<file path="config.mk">
export PLATFORM = sky130hd
export DESIGN_NAME = keyword_token_lexer_core
export DESIGN_NICKNAME = d
export VERILOG_FILES = /design/src/rtl/kwl_pkg.sv /design/src/rtl/keyword_token_lexer_core.sv /design/src/rtl/kwl_step.sv
export SDC_FILE = /design/constraint.sdc
export NUM_CORES = 1
export LEC_CHECK = 0
export ABC_CLOCK_PERIOD_IN_PS = 10100
export BUFFER_PORTS_ARGS = -buffer_cell sky130_fd_sc_hd__buf_2
export CAP_MARGIN = 40
export CORE_UTILIZATION = 50
export DETAILED_ROUTE_END_ITERATION = 8
export HOLD_SLACK_MARGIN = 0.06
export PLACE_DENSITY_LB_ADDON = 0.12
export SKIP_CTS_REPAIR_TIMING = 1
export SYNTH_ARGS = -nofsm -noshare
export SYNTH_HDL_FRONTEND = slang
export SYNTH_SLANG_ARGS = --single-unit
</file>
<file path="constraint.sdc">
create_clock -name i_clk -period 10.1 [get_ports i_clk]
set_input_delay 0.505 -clock i_clk [delete_from_list [all_inputs] [get_ports i_clk]]
set_output_delay 0.505 -clock i_clk [all_outputs]
set_load 0.05 [all_outputs]
</file>
<file path="src/rtl/kwl_pkg.sv">
// ----------------------------------------------------------------------------
// kwl_pkg
// shared types, token codes and character helpers for the keyword token lexer
// ----------------------------------------------------------------------------
package kwl_pkg;

    // token kinds
    localparam logic [3:0] K_ID    = 4'd0;
    localparam logic [3:0] K_STR   = 4'd1;
    localparam logic [3:0] K_INT   = 4'd2;
    localparam logic [3:0] K_PLUS  = 4'd3;
    localparam logic [3:0] K_STAR  = 4'd4;
    localparam logic [3:0] K_LSQ   = 4'd5;
    localparam logic [3:0] K_RSQ   = 4'd6;
    localparam logic [3:0] K_PRINT = 4'd7;
    localparam logic [3:0] K_SET   = 4'd8;
    localparam logic [3:0] K_SEMI  = 4'd9;
    localparam logic [3:0] K_LPAR  = 4'd10;
    localparam logic [3:0] K_RPAR  = 4'd11;
    localparam logic [3:0] K_DONE  = 4'd12;
    localparam logic [3:0] K_ERR   = 4'd13;

    // word classes
    localparam logic [1:0] WC_NONE   = 2'd0;
    localparam logic [1:0] WC_LETTER = 2'd1;
    localparam logic [1:0] WC_DIGIT  = 2'd2;
    localparam logic [1:0] WC_OTHER  = 2'd3;

    // keyword prefix tracking
    localparam logic [3:0] KW_NONE  = 4'd0;
    localparam logic [3:0] KW_P     = 4'd1;
    localparam logic [3:0] KW_PR    = 4'd2;
    localparam logic [3:0] KW_PRI   = 4'd3;
    localparam logic [3:0] KW_PRIN  = 4'd4;
    localparam logic [3:0] KW_PRINT = 4'd5;
    localparam logic [3:0] KW_S     = 4'd6;
    localparam logic [3:0] KW_SE    = 4'd7;
    localparam logic [3:0] KW_SET   = 4'd8;

    // characters
    localparam logic [7:0] C_QUOTE = 8'h22;
    localparam logic [7:0] C_SLASH = 8'h2F;
    localparam logic [7:0] C_SEMI  = 8'h3B;
    localparam logic [7:0] C_PLUS  = 8'h2B;
    localparam logic [7:0] C_STAR  = 8'h2A;
    localparam logic [7:0] C_LSQ   = 8'h5B;
    localparam logic [7:0] C_RSQ   = 8'h5D;
    localparam logic [7:0] C_LPAR  = 8'h28;
    localparam logic [7:0] C_RPAR  = 8'h29;
    localparam logic [7:0] C_TAB   = 8'h09;
    localparam logic [7:0] C_LF    = 8'h0A;
    localparam logic [7:0] C_CR    = 8'h0D;
    localparam logic [7:0] C_SPACE = 8'h20;
    localparam logic [7:0] C_LO_P  = 8'h70;
    localparam logic [7:0] C_LO_R  = 8'h72;
    localparam logic [7:0] C_LO_I  = 8'h69;
    localparam logic [7:0] C_LO_N  = 8'h6E;
    localparam logic [7:0] C_LO_T  = 8'h74;
    localparam logic [7:0] C_LO_S  = 8'h73;
    localparam logic [7:0] C_LO_E  = 8'h65;

    localparam logic [7:0]  MAX_LEXEME = 8'd255;
    localparam logic [15:0] MAX_LINE   = 16'hFFFF;

    // token fifo depth, room for the worst case of three tokens per item
    localparam int          QDEPTH  = 4;
    localparam logic [2:0]  Q_LIMIT = 3'd1;

    typedef struct packed {
        logic        in_str;
        logic        in_cmt;
        logic [1:0]  wclass;
        logic [7:0]  wlen;
        logic [3:0]  kwp;
        logic        held_slash;
        logic        prev_cr;
        logic [15:0] line;
    } t_lex_state;

    typedef struct packed {
        logic [3:0]  kind;
        logic [7:0]  len;
        logic [15:0] line;
        logic        last;
    } t_token;

    typedef struct packed {
        t_lex_state st;
        logic [1:0] n;
        t_token     t0;
        t_token     t1;
    } t_plain_res;

    function automatic logic [7:0] sat_inc(logic [7:0] v);
        return (v != MAX_LEXEME) ? v + 8'd1 : v;
    endfunction

    function automatic logic is_space(logic [7:0] c);
        return (c == C_SPACE) || (c >= C_TAB && c <= C_CR);
    endfunction

    function automatic logic [1:0] char_class(logic [7:0] c);
        if ((c >= 8'h41 && c <= 8'h5A) || (c >= 8'h61 && c <= 8'h7A)) return WC_LETTER;
        if (c >= 8'h30 && c <= 8'h39) return WC_DIGIT;
        return WC_OTHER;
    endfunction

    function automatic logic is_special(logic [7:0] c);
        return (c == C_SEMI) || (c == C_PLUS) || (c == C_STAR) || (c == C_LSQ) ||
               (c == C_RSQ) || (c == C_LPAR) || (c == C_RPAR);
    endfunction

    function automatic logic [3:0] special_kind(logic [7:0] c);
        logic [3:0] k;
        unique case (c)
            C_SEMI:  k = K_SEMI;
            C_PLUS:  k = K_PLUS;
            C_STAR:  k = K_STAR;
            C_LSQ:   k = K_LSQ;
            C_RSQ:   k = K_RSQ;
            C_LPAR:  k = K_LPAR;
            C_RPAR:  k = K_RPAR;
            default: k = K_ERR;
        endcase
        return k;
    endfunction

    function automatic logic [3:0] kw_start(logic [7:0] c);
        if (c == C_LO_P) return KW_P;
        if (c == C_LO_S) return KW_S;
        return KW_NONE;
    endfunction

    function automatic logic [3:0] kw_next(logic [3:0] p, logic [7:0] c);
        if (p == KW_P    && c == C_LO_R) return KW_PR;
        if (p == KW_PR   && c == C_LO_I) return KW_PRI;
        if (p == KW_PRI  && c == C_LO_N) return KW_PRIN;
        if (p == KW_PRIN && c == C_LO_T) return KW_PRINT;
        if (p == KW_S    && c == C_LO_E) return KW_SE;
        if (p == KW_SE   && c == C_LO_T) return KW_SET;
        return KW_NONE;
    endfunction

    function automatic t_token make_tok(logic [3:0] kind, logic [7:0] len,
                                        logic [15:0] line);
        t_token t;
        t.kind = kind;
        t.len  = len;
        t.line = line;
        t.last = 1'b0;
        return t;
    endfunction

    // classification of the pending word
    function automatic logic [3:0] word_kind(t_lex_state s);
        logic [3:0] k;
        unique case (s.wclass)
            WC_LETTER: k = (s.kwp == KW_PRINT) ? K_PRINT :
                           (s.kwp == KW_SET)   ? K_SET : K_ID;
            WC_DIGIT:  k = K_INT;
            default:   k = K_ERR;
        endcase
        return k;
    endfunction

    function automatic t_lex_state clear_word(t_lex_state s);
        t_lex_state r;
        r        = s;
        r.wclass = WC_NONE;
        r.wlen   = 8'd0;
        r.kwp    = KW_NONE;
        return r;
    endfunction

    // one character outside strings and comments: up to two tokens
    function automatic t_plain_res plain_char(t_lex_state s, logic [7:0] c);
        t_plain_res r;
        t_token     ft;
        logic       pend;
        logic [1:0] k;
        pend = (s.wclass != WC_NONE);
        ft   = make_tok(word_kind(s), s.wlen, s.line);
        k    = char_class(c);
        r.st = s;
        r.n  = 2'd0;
        r.t0 = '0;
        r.t1 = '0;
        if (c == C_QUOTE) begin
            if (pend) begin
                r.t0 = ft;
                r.n  = 2'd1;
            end
            r.st        = clear_word(s);
            r.st.in_str = 1'b1;
            r.st.wlen   = 8'd1;
        end else if (is_space(c)) begin
            if (pend) begin
                r.t0 = ft;
                r.n  = 2'd1;
            end
            r.st = clear_word(s);
        end else if (is_special(c)) begin
            if (pend) begin
                r.t0 = ft;
                r.t1 = make_tok(special_kind(c), 8'd1, s.line);
                r.n  = 2'd2;
            end else begin
                r.t0 = make_tok(special_kind(c), 8'd1, s.line);
                r.n  = 2'd1;
            end
            r.st = clear_word(s);
        end else if (s.wclass == k) begin
            r.st.wlen = sat_inc(s.wlen);
            if (k == WC_LETTER) begin
                r.st.kwp = kw_next(s.kwp, c);
            end
        end else begin
            if (pend) begin
                r.t0 = ft;
                r.n  = 2'd1;
            end
            r.st.wclass = k;
            r.st.wlen   = 8'd1;
            r.st.kwp    = (k == WC_LETTER) ? kw_start(c) : KW_NONE;
        end
        return r;
    endfunction

endpackage

</file>
<file path="src/rtl/keyword_token_lexer_core.sv">
// ----------------------------------------------------------------------------
// keyword_token_lexer_core
// character stream tokenizer with keyword, integer, string and comment rules
// ----------------------------------------------------------------------------
// One character (or an end-of-input mark) enters per item; tokens leave one
// per cycle on the output channel while i_ready is high. An item that
// produces at most one token sustains one item per clock while the output
// is ready. An item that produces several tokens sends them out one after
// another; the input stalls while the four-entry token fifo holds more
// than one token, since an item can push up to three tokens at once. The
// first token of an item is valid once the fifo is written: the item waits
// in the input register while the step logic works and the fifo has room.
// ----------------------------------------------------------------------------
module keyword_token_lexer_core (
    input  logic        i_clk,
    input  logic        i_rst_n,
    // character input
    input  logic        i_valid,
    output logic        o_ready,
    input  logic [7:0]  i_ch,
    input  logic        i_end_of_input,
    // token output
    output logic        o_valid,
    input  logic        i_ready,
    output logic [3:0]  o_token_kind,
    output logic [7:0]  o_lexeme_length,
    output logic [15:0] o_line_number,
    output logic        o_last
);
    import kwl_pkg::*;

    // input register
    logic       r_in_valid, n_in_valid;
    logic [7:0] r_ch;
    logic       r_eoi;

    // lexer state
    t_lex_state r_st;
    t_lex_state step_st;
    t_token [2:0] step_tok;
    logic [1:0] step_n;

    // token fifo
    t_token     r_q [QDEPTH];
    logic [1:0] r_wr, n_wr;
    logic [1:0] r_rd, n_rd;
    logic [2:0] r_cnt, n_cnt;

    logic       advance;
    logic       pop;
    logic [1:0] push_n;

    // the step consumes the held item only when the fifo has room for three
    assign advance = r_in_valid && (r_cnt <= Q_LIMIT);
    assign o_ready = !r_in_valid || advance;
    assign pop     = o_valid && i_ready;
    assign push_n  = advance ? step_n : 2'd0;

    kwl_step u_step (
        .i_st  (r_st),
        .i_ch  (r_ch),
        .i_eoi (r_eoi),
        .o_st  (step_st),
        .o_tok (step_tok),
        .o_n   (step_n)
    );

    always_comb begin
        n_in_valid = r_in_valid;
        if (o_ready) begin
            n_in_valid = i_valid;
        end
        n_wr  = r_wr + push_n;
        n_rd  = r_rd + {1'b0, pop};
        n_cnt = r_cnt + {1'b0, push_n} - {2'b0, pop};
    end

    // control state
    always_ff @(posedge i_clk) begin
        if (!i_rst_n) begin
            r_in_valid <= 1'b0;
            r_st       <= '0;
            r_wr       <= 2'd0;
            r_rd       <= 2'd0;
            r_cnt      <= 3'd0;
        end else begin
            r_in_valid <= n_in_valid;
            r_wr       <= n_wr;
            r_rd       <= n_rd;
            r_cnt      <= n_cnt;
            if (advance) begin
                r_st <= step_st;
            end
        end
    end

    // payload: the input character and the queued tokens
    always_ff @(posedge i_clk) begin
        if (o_ready && i_valid) begin
            r_ch  <= i_ch;
            r_eoi <= i_end_of_input;
        end
        for (int i = 0; i < 3; i++) begin
            if (2'(i) < push_n) begin
                r_q[r_wr + 2'(i)] <= step_tok[i];
            end
        end
    end

    // head of the fifo drives the output
    assign o_valid         = (r_cnt != 3'd0);
    assign o_token_kind    = r_q[r_rd].kind;
    assign o_lexeme_length = r_q[r_rd].len;
    assign o_line_number   = r_q[r_rd].line;
    assign o_last          = r_q[r_rd].last;

`ifndef SYNTHESIS
    // fifo never holds more than its depth
    a_cnt_bound: assert property (@(posedge i_clk) disable iff (!i_rst_n)
        r_cnt <= 3'(QDEPTH))
        else $error("token fifo overflow");

    // end of input always closes the item with a done token of length zero
    a_done_last: assert property (@(posedge i_clk) disable iff (!i_rst_n)
        o_valid && o_token_kind == K_DONE |-> o_last && o_lexeme_length == 8'd0)
        else $error("done token not last or nonzero length");

    // end of input leaves no word, string, comment or held slash behind
    a_eoi_clear: assert property (@(posedge i_clk) disable iff (!i_rst_n)
        advance && r_eoi |=> r_st.wclass == WC_NONE && !r_st.in_str &&
                             !r_st.in_cmt && !r_st.held_slash)
        else $error("state not cleared after end of input");

    // a step never pushes past the fifo depth
    a_step_room: assert property (@(posedge i_clk) disable iff (!i_rst_n)
        advance |-> r_cnt + {1'b0, step_n} <= 3'(QDEPTH))
        else $error("token fifo has no room for the step");
`endif

endmodule

</file>
<file path="src/rtl/kwl_step.sv">
// ----------------------------------------------------------------------------
// kwl_step
// one character step: next lexer state and up to three tokens
// ----------------------------------------------------------------------------
module kwl_step (
    input  kwl_pkg::t_lex_state       i_st,
    input  logic [7:0]                i_ch,
    input  logic                      i_eoi,
    output kwl_pkg::t_lex_state       o_st,
    output kwl_pkg::t_token [2:0]     o_tok,
    output logic [1:0]                o_n
);
    import kwl_pkg::*;

    t_lex_state s;
    t_token [2:0] tk;
    logic [1:0] n;
    t_plain_res pc_slash;
    t_plain_res pc_char;
    logic line_end;
    logic counts;
    logic consumed;

    always_comb begin
        s        = i_st;
        tk       = '0;
        n        = 2'd0;
        consumed = 1'b0;
        line_end = (i_ch == C_LF) || (i_ch == C_CR);
        counts   = (i_ch == C_CR) || (i_ch == C_LF && !i_st.prev_cr);

        // a held slash that does not open a comment is an other-class char
        pc_slash = plain_char(i_st, C_SLASH);
        pc_char  = '0;

        if (i_eoi) begin
            if (s.held_slash) begin
                if (pc_slash.n != 2'd0) tk[n] = pc_slash.t0;
                if (pc_slash.n == 2'd2) tk[n + 2'd1] = pc_slash.t1;
                n            = n + pc_slash.n;
                s            = pc_slash.st;
                s.held_slash = 1'b0;
            end
            if (s.in_str) begin
                tk[n]    = make_tok(K_ERR, s.wlen, s.line);
                n        = n + 2'd1;
                s.in_str = 1'b0;
                s.wlen   = 8'd0;
            end
            if (s.wclass != WC_NONE) begin
                tk[n] = make_tok(word_kind(s), s.wlen, s.line);
                n     = n + 2'd1;
            end
            tk[n] = make_tok(K_DONE, 8'd0, s.line);
            n     = n + 2'd1;
            s     = '0;
            s.line = i_st.line;
        end else begin
            if (s.held_slash) begin
                if (i_ch == C_SLASH) begin
                    if (s.wclass != WC_NONE) begin
                        tk[n] = make_tok(word_kind(s), s.wlen, s.line);
                        n     = n + 2'd1;
                    end
                    s        = clear_word(s);
                    s.in_cmt = 1'b1;
                    consumed = 1'b1;
                end else begin
                    if (pc_slash.n != 2'd0) tk[n] = pc_slash.t0;
                    if (pc_slash.n == 2'd2) tk[n + 2'd1] = pc_slash.t1;
                    n = n + pc_slash.n;
                    s = pc_slash.st;
                end
                s.held_slash = 1'b0;
            end
            s.prev_cr = (i_ch == C_CR);
            if (counts && s.line != MAX_LINE) begin
                s.line = s.line + 16'd1;
            end
            pc_char = plain_char(s, i_ch);

            priority if (consumed) begin
                s.in_cmt = 1'b1;
            end else if (s.in_cmt) begin
                if (line_end) s.in_cmt = 1'b0;
            end else if (s.in_str) begin
                if (i_ch == C_QUOTE) begin
                    tk[n]    = make_tok(K_STR, sat_inc(s.wlen), s.line);
                    n        = n + 2'd1;
                    s.in_str = 1'b0;
                    s.wlen   = 8'd0;
                end else if (line_end) begin
                    tk[n]    = make_tok(K_ERR, s.wlen, s.line);
                    n        = n + 2'd1;
                    s.in_str = 1'b0;
                    s.wlen   = 8'd0;
                end else begin
                    s.wlen = sat_inc(s.wlen);
                end
            end else if (i_ch == C_SLASH) begin
                s.held_slash = 1'b1;
            end else begin
                if (pc_char.n != 2'd0) tk[n] = pc_char.t0;
                if (pc_char.n == 2'd2) tk[n + 2'd1] = pc_char.t1;
                n = n + pc_char.n;
                s = pc_char.st;
            end
        end

        // mark the final token of this item
        for (int i = 0; i < 3; i++) begin
            tk[i].last = (n != 2'd0) && (2'(i) == n - 2'd1);
        end
    end

    assign o_st  = s;
    assign o_tok = tk;
    assign o_n   = n;

endmodule
</file>
# --- Word level (Yosys, flattened, before mapping) ---
# Memory sizes are Yosys's and may differ from the RTL's. A register that Yosys moved wholly into a read port is not among the register bits.
# Index checks and enable logic that the tools add are counted.
totals:
  register_bits: 51
  ram_bits: 116
  input_bits: 13
  out_inout_bits: 31
  mem_count: 1
memory_table:
  columns: ["name", "depth", "width", "rd", "rd_ports_with_merged_regs", "write_ports", "line_no", "text"]
  rows:
  - ["r_q", 4, 29, 1, 1, 3, "keyword_token_lexer_core.sv:44", "t_token r_q [QDEPTH];"]
classes:
  n_addsub: 15
  order_cmp: 22
  n_eq_ne: 46
  n_mux: 242
  bitwise_logic: 1
  reduce_logical: 45
op_table:
  columns: ["cell", "count"]
  rows:
  - ["$mux 87", 18]
  - ["$bwmux 87", 7]
  - ["$mux 29", 15]
  - ["$demux 29 s2", 5]
  - ["$mux 4", 40]
  - ["$mux 65", 2]
  - ["$mux 58", 2]
  - ["$mux 34", 3]
  - ["$mux 32", 3]
  - ["$mux 1", 93]
  - ["$mux 31", 3]
  - ["$mux 30", 3]
  - ["$eq 8x7->1 const B", 9]
  - ["$mux 33", 2]
  - ["$eq 8x6->1 const B", 8]
  - ["$mux 8", 8]
  - ["$mux 63", 1]
  - ["$mux 2", 25]
  - ["$mux 16", 3]
  - ["$pmux 4 s7", 1]
  - ["$eq 4x3->1 const B", 6]
  - ["$pmux 4 s2", 3]
  - ["$logic_and 1x1->1", 23]
  - ["$mux 22", 1]
  - ["42 further kinds", 87]

# --- Logic depth before layout (Yosys ltp) ---
logic_depth:
  depth_word: 88
  mapped_depth: 22
  mapped_depth_nobuf: 18

# --- By module ---
# From an unflattened synthesis, not the netlist that was laid out.
unflattened:
  hier_cells: 1810
  area_unflattened_um2: 15143.3
modules_own_cells:
  columns: ["mod", "instances", "cells_per_inst", "area_each_um2", "seq_area_each_um2"]
  rows:
  - ["keyword_token_lexer_core", 1, 933, 9917.0, 4594.4]
  - ["kwl_step", 1, 877, 5226.3, 0.0]

# --- Least setup slack after synthesis ---
# OpenSTA, ideal clock, no wires.
synth_path:
  path_kind: "register to register"
  from: "register r_ch[7]"
  to: "memory r_q[0][0] (netlist bit) (enable)"
  setup_ns: 0.573
  t_arrival_ns: 8.730
  required_ns: 9.527
  path_slack_ns: 0.797
  path_stages_with_launch: 18
  path_cell_list: "edfxtp_1 > or4b_1 > buf_4 > nor3_2 > clkbuf_1 > nor2_1 > inv_1 > ha_1 > clkbuf_1 > clkbuf_1 > o21ai_0 > ha_1 > a32oi_1 > o221ai_1 > buf_1 > clkbuf_1 > inv_1 > a2111oi_0"
synth_lines:
  columns: ["item", "line_no", "text"]
  rows:
  - ["start: declaration", "keyword_token_lexer_core.sv:34", "logic [7:0] r_ch;"]
  - ["start signal: assignment", "keyword_token_lexer_core.sv:100", "r_ch <= i_ch;"]
  - ["end: declaration", "keyword_token_lexer_core.sv:44", null]

==> impl_metrics.toml <==
[yosys]
synth_cell_types = 115
synth_top_area_cell = "edfxtp_1"
synth.area.top_cells = "edfxtp_1 (28%), dfxtp_1 (6.2%), o221ai_1 (5.1%)"
synth_cells = 1527
yosysSeqAreaShare = 0.3415
syn_area_sq_mm = 0.01346
ys_async_sr_fraction = 0
ys.flop_type = "edfxtp_1"
synth_edf_count = 125
synth-seq-cells = 167
synth_top_area_share = 0.2790
synthesis.nets = 1566
yosysWarnings = 0
avgSynthCellArea_sq_um = 8.812

[clock_tree]
cts_sinks = 167
clock-root-buffer = "clkbuf_16"
ctsHtreeMaxLevel = 4
clockBufferDepth = 2
path_clk_slew_ns = 0.08
cts_tree = "built"
clock_latency_ns = 0.45
cts_made_buffers = 17

[min_path]
min_path_cells = 1
holdCritStartpoint = "i_ch[0]"
whs_endpoint = "r_ch[0]"
hold_class = "input port to flop"

[final_layout]
n_fill_cell = 2425
design_area_sq_mm = 0.01441
syn2layout_area_growth_pct = 7.123
mostFrequentLayoutCell = "nand2_1"
layout.nets = 1536
drive_gt1_frac = 0.1358
final_cell_mix = "nand2_1 (171), edfxtp_1 (125), nor2_1 (119)"
utilization = 0.5500
num_antenna_cells = 0

[route]
via_count = 13420
drt_iter0_drc = 1767
drt_pass1_iterations = 8
ant_nets = 0
wirelength_um = 51070
viasPerCell = 7.273
wl_per_cell_um = 27.68
drc = 4

[power_and_ir_drop]
ir_worst_vdd_mv = 0.1093
combPwrFrac = 0.337
power_mw = 2.276
power_per_cell_area_mw_per_mm2 = 157.9
p_leak_nw = 4.709
power.switching_mw = 0.9232
power_frac_clock = 0.302
power_switching_share = 0.4056
internal_power_mw = 1.353
seq_power_share = 0.361

[die]
die_y_um = 166.0
ios = 44
dieArea_sq_mm = 0.02757
core_sq_mm = 0.02621
initial_core_util = 0.5134
dieWidth_um = 166.0
fp-row-count = 59

[outcome]
failed_checks = "DRC"
status = "finished, violations left"

[critical_path]
path_buf_inv = 2
path_cells = "or4b_1 > nor3_2 > buf_4 > nor2_1 > inv_1 > ha_1 > o21ai_0 > ha_1 > nand3_1 > or3b_1 > a21oi_4 > nand2b_2 > nand2_1 > o221ai_1"
max_stage_delay_ns = 0.83
cpMaxStageDelayCell = "or4b_1"
reg2reg_to = "r_q[1][15]"
worstPathMaxFanout = 26
cp-end-kind = "flop"
arrival_ns = 6.45
r2r_cells = 14
critical_path_required_ns = 10.35
start_kind = "flop"
crit_top_cell = "ha_1"
timing.rr.start = "r_ch[4]"
setup.worst_path.class = "flop to flop"
critical-path-top-delay-family = "simple AND/OR/NAND/NOR gates"
ff2ff_setup_slack_ns = 3.90

[sta]
rsz0062_at_grt = "no"
slew-limit-headroom = 0.3739
hold_ws_ns = 0.2216
period_needed_ns = 6.195
slew_violations = 0
finalCritPeriodShare = 0.6134
setup_viol = 0
fin_skew_ns = 0.02222
fmax_mhz = 161.4
hold_viol = 0
setup_tns_ns = 0
worstMarginPinSlew_ns = 0.9262

[run]
drv_cap = 0

[placed_design]
dpl.hpwl_um = 37250
placed_area_sq_mm = 0.01380
port_buffers = 43
globalplace.congestion = 1.019

[global_routing]
grt_use_total = 0.3683
antenna_found_initial = 0
grt_pass1_vias = 12250
grt_pass1_wl_um = 77110
grt-ovfl-total = 0
grt_max_degree = 42
## per-stage QoR
stage,instances,setup slack [ns]
2_1_floorplan,1527,0.7974
3_3_place_gp,1804,4.060
3_5_place_dp,1811,3.806
4_1_cts,1843,3.773
5_1_grt,1845,3.535
6_report,1845,3.905
## how the worst max path moves through the flow
stage / slack [ns] / endpoint / cells after the start / start
5_1_grt: 3.54 / r_q[3][18] / 15 / r_ch[1]
4_1_cts: 3.77 / r_q[3][4] / 14 / r_ch[4]
2_1_floorplan: 0.80 / r_q[0][0] / 17 / r_ch[7]
3_3_place_gp: 4.06 / r_q[3][14] / 14 / r_ch[4]
3_5_place_dp: 3.81 / r_q[3][4] / 14 / r_ch[4]
6_report: 3.90 / r_q[1][15] / 14 / r_ch[4]
## power groups by stage
stage / clock network [mW] / registers (mW) / logic (mW)
3_3_place_gp: 0 / 0.836 / 0.756
5_1_grt: 0.718 / 0.827 / 0.813
4_1_cts: 0.689 / 0.821 / 0.760
3_5_place_dp: 0 / 0.837 / 0.758
6_report: 0.687 / 0.822 / 0.768
2_1_floorplan: 0 / 0.815 / 0.591
## per-layer routing
layer	up-vias	GRT usage	part of all wire
met4	0	0.1605	0.041
met1	6404	0.5189	0.41
met5	-	0	0
li1	5932	-	-
met2	945	0.5425	0.43
met3	137	0.08008	0.12
## cell usage after synthesis (14+ instances only)
cell type  count
nand3_1       44
edfxtp_1     125
a21boi_0      15
nand4_1       20
ha_1          25
nand2b_1      14
a211oi_1      14
a31oi_1       24
o21ai_0      112
and2_1        29
nand2_1      171
and3_1        21
a21oi_1       63
mux4_2        29
inv_1         29
a221o_1       14
clkbuf_1      77
buf_2         31
nor2b_1       14
nor2_1       121
o22ai_1       14
or3_1         18
nor3_1        47
o221ai_1      79
dfxtp_1       42
a22oi_1       29
## logic make-up (layout without fill, tap and decap cells)
kind of cell / count (synthesis) / count (layout) / share of synthesized area
buffers and inverters: 160 / 143 / 0.05245
adders and majority gates: 28 / 28 / 0.02622
DFF: 167 / 167 / 0.3415
and+or+nand+nor: 573 / 573 / 0.2182
xor gates and xnor gates: 20 / 20 / 0.01302
AOI/OAI and AO/OA: 539 / 539 / 0.2917
muxes: 40 / 40 / 0.05691
## layout make-up
class	instances	area, sq um	share of cell area
repair buffers	80	510.5	0.03542
multi-input cells	1200	8177	0.5673
clock buffers	17	425.4	0.02951
clock inverters	15	170.2	0.01181
well taps	335	419.2	0.02908
flip-flops and latches	167	4596	0.3188
inverters	31	116.4	0.008073
## registers in the layout, summed over array words and instances (netlist names)
register and flops:
r_q 116, r_eoi 1, r_wr 2, r_rd 2
r_ch 8, r_st 34, r_in_valid 1, r_cnt 3
Power figures use the tool's default switching activity.
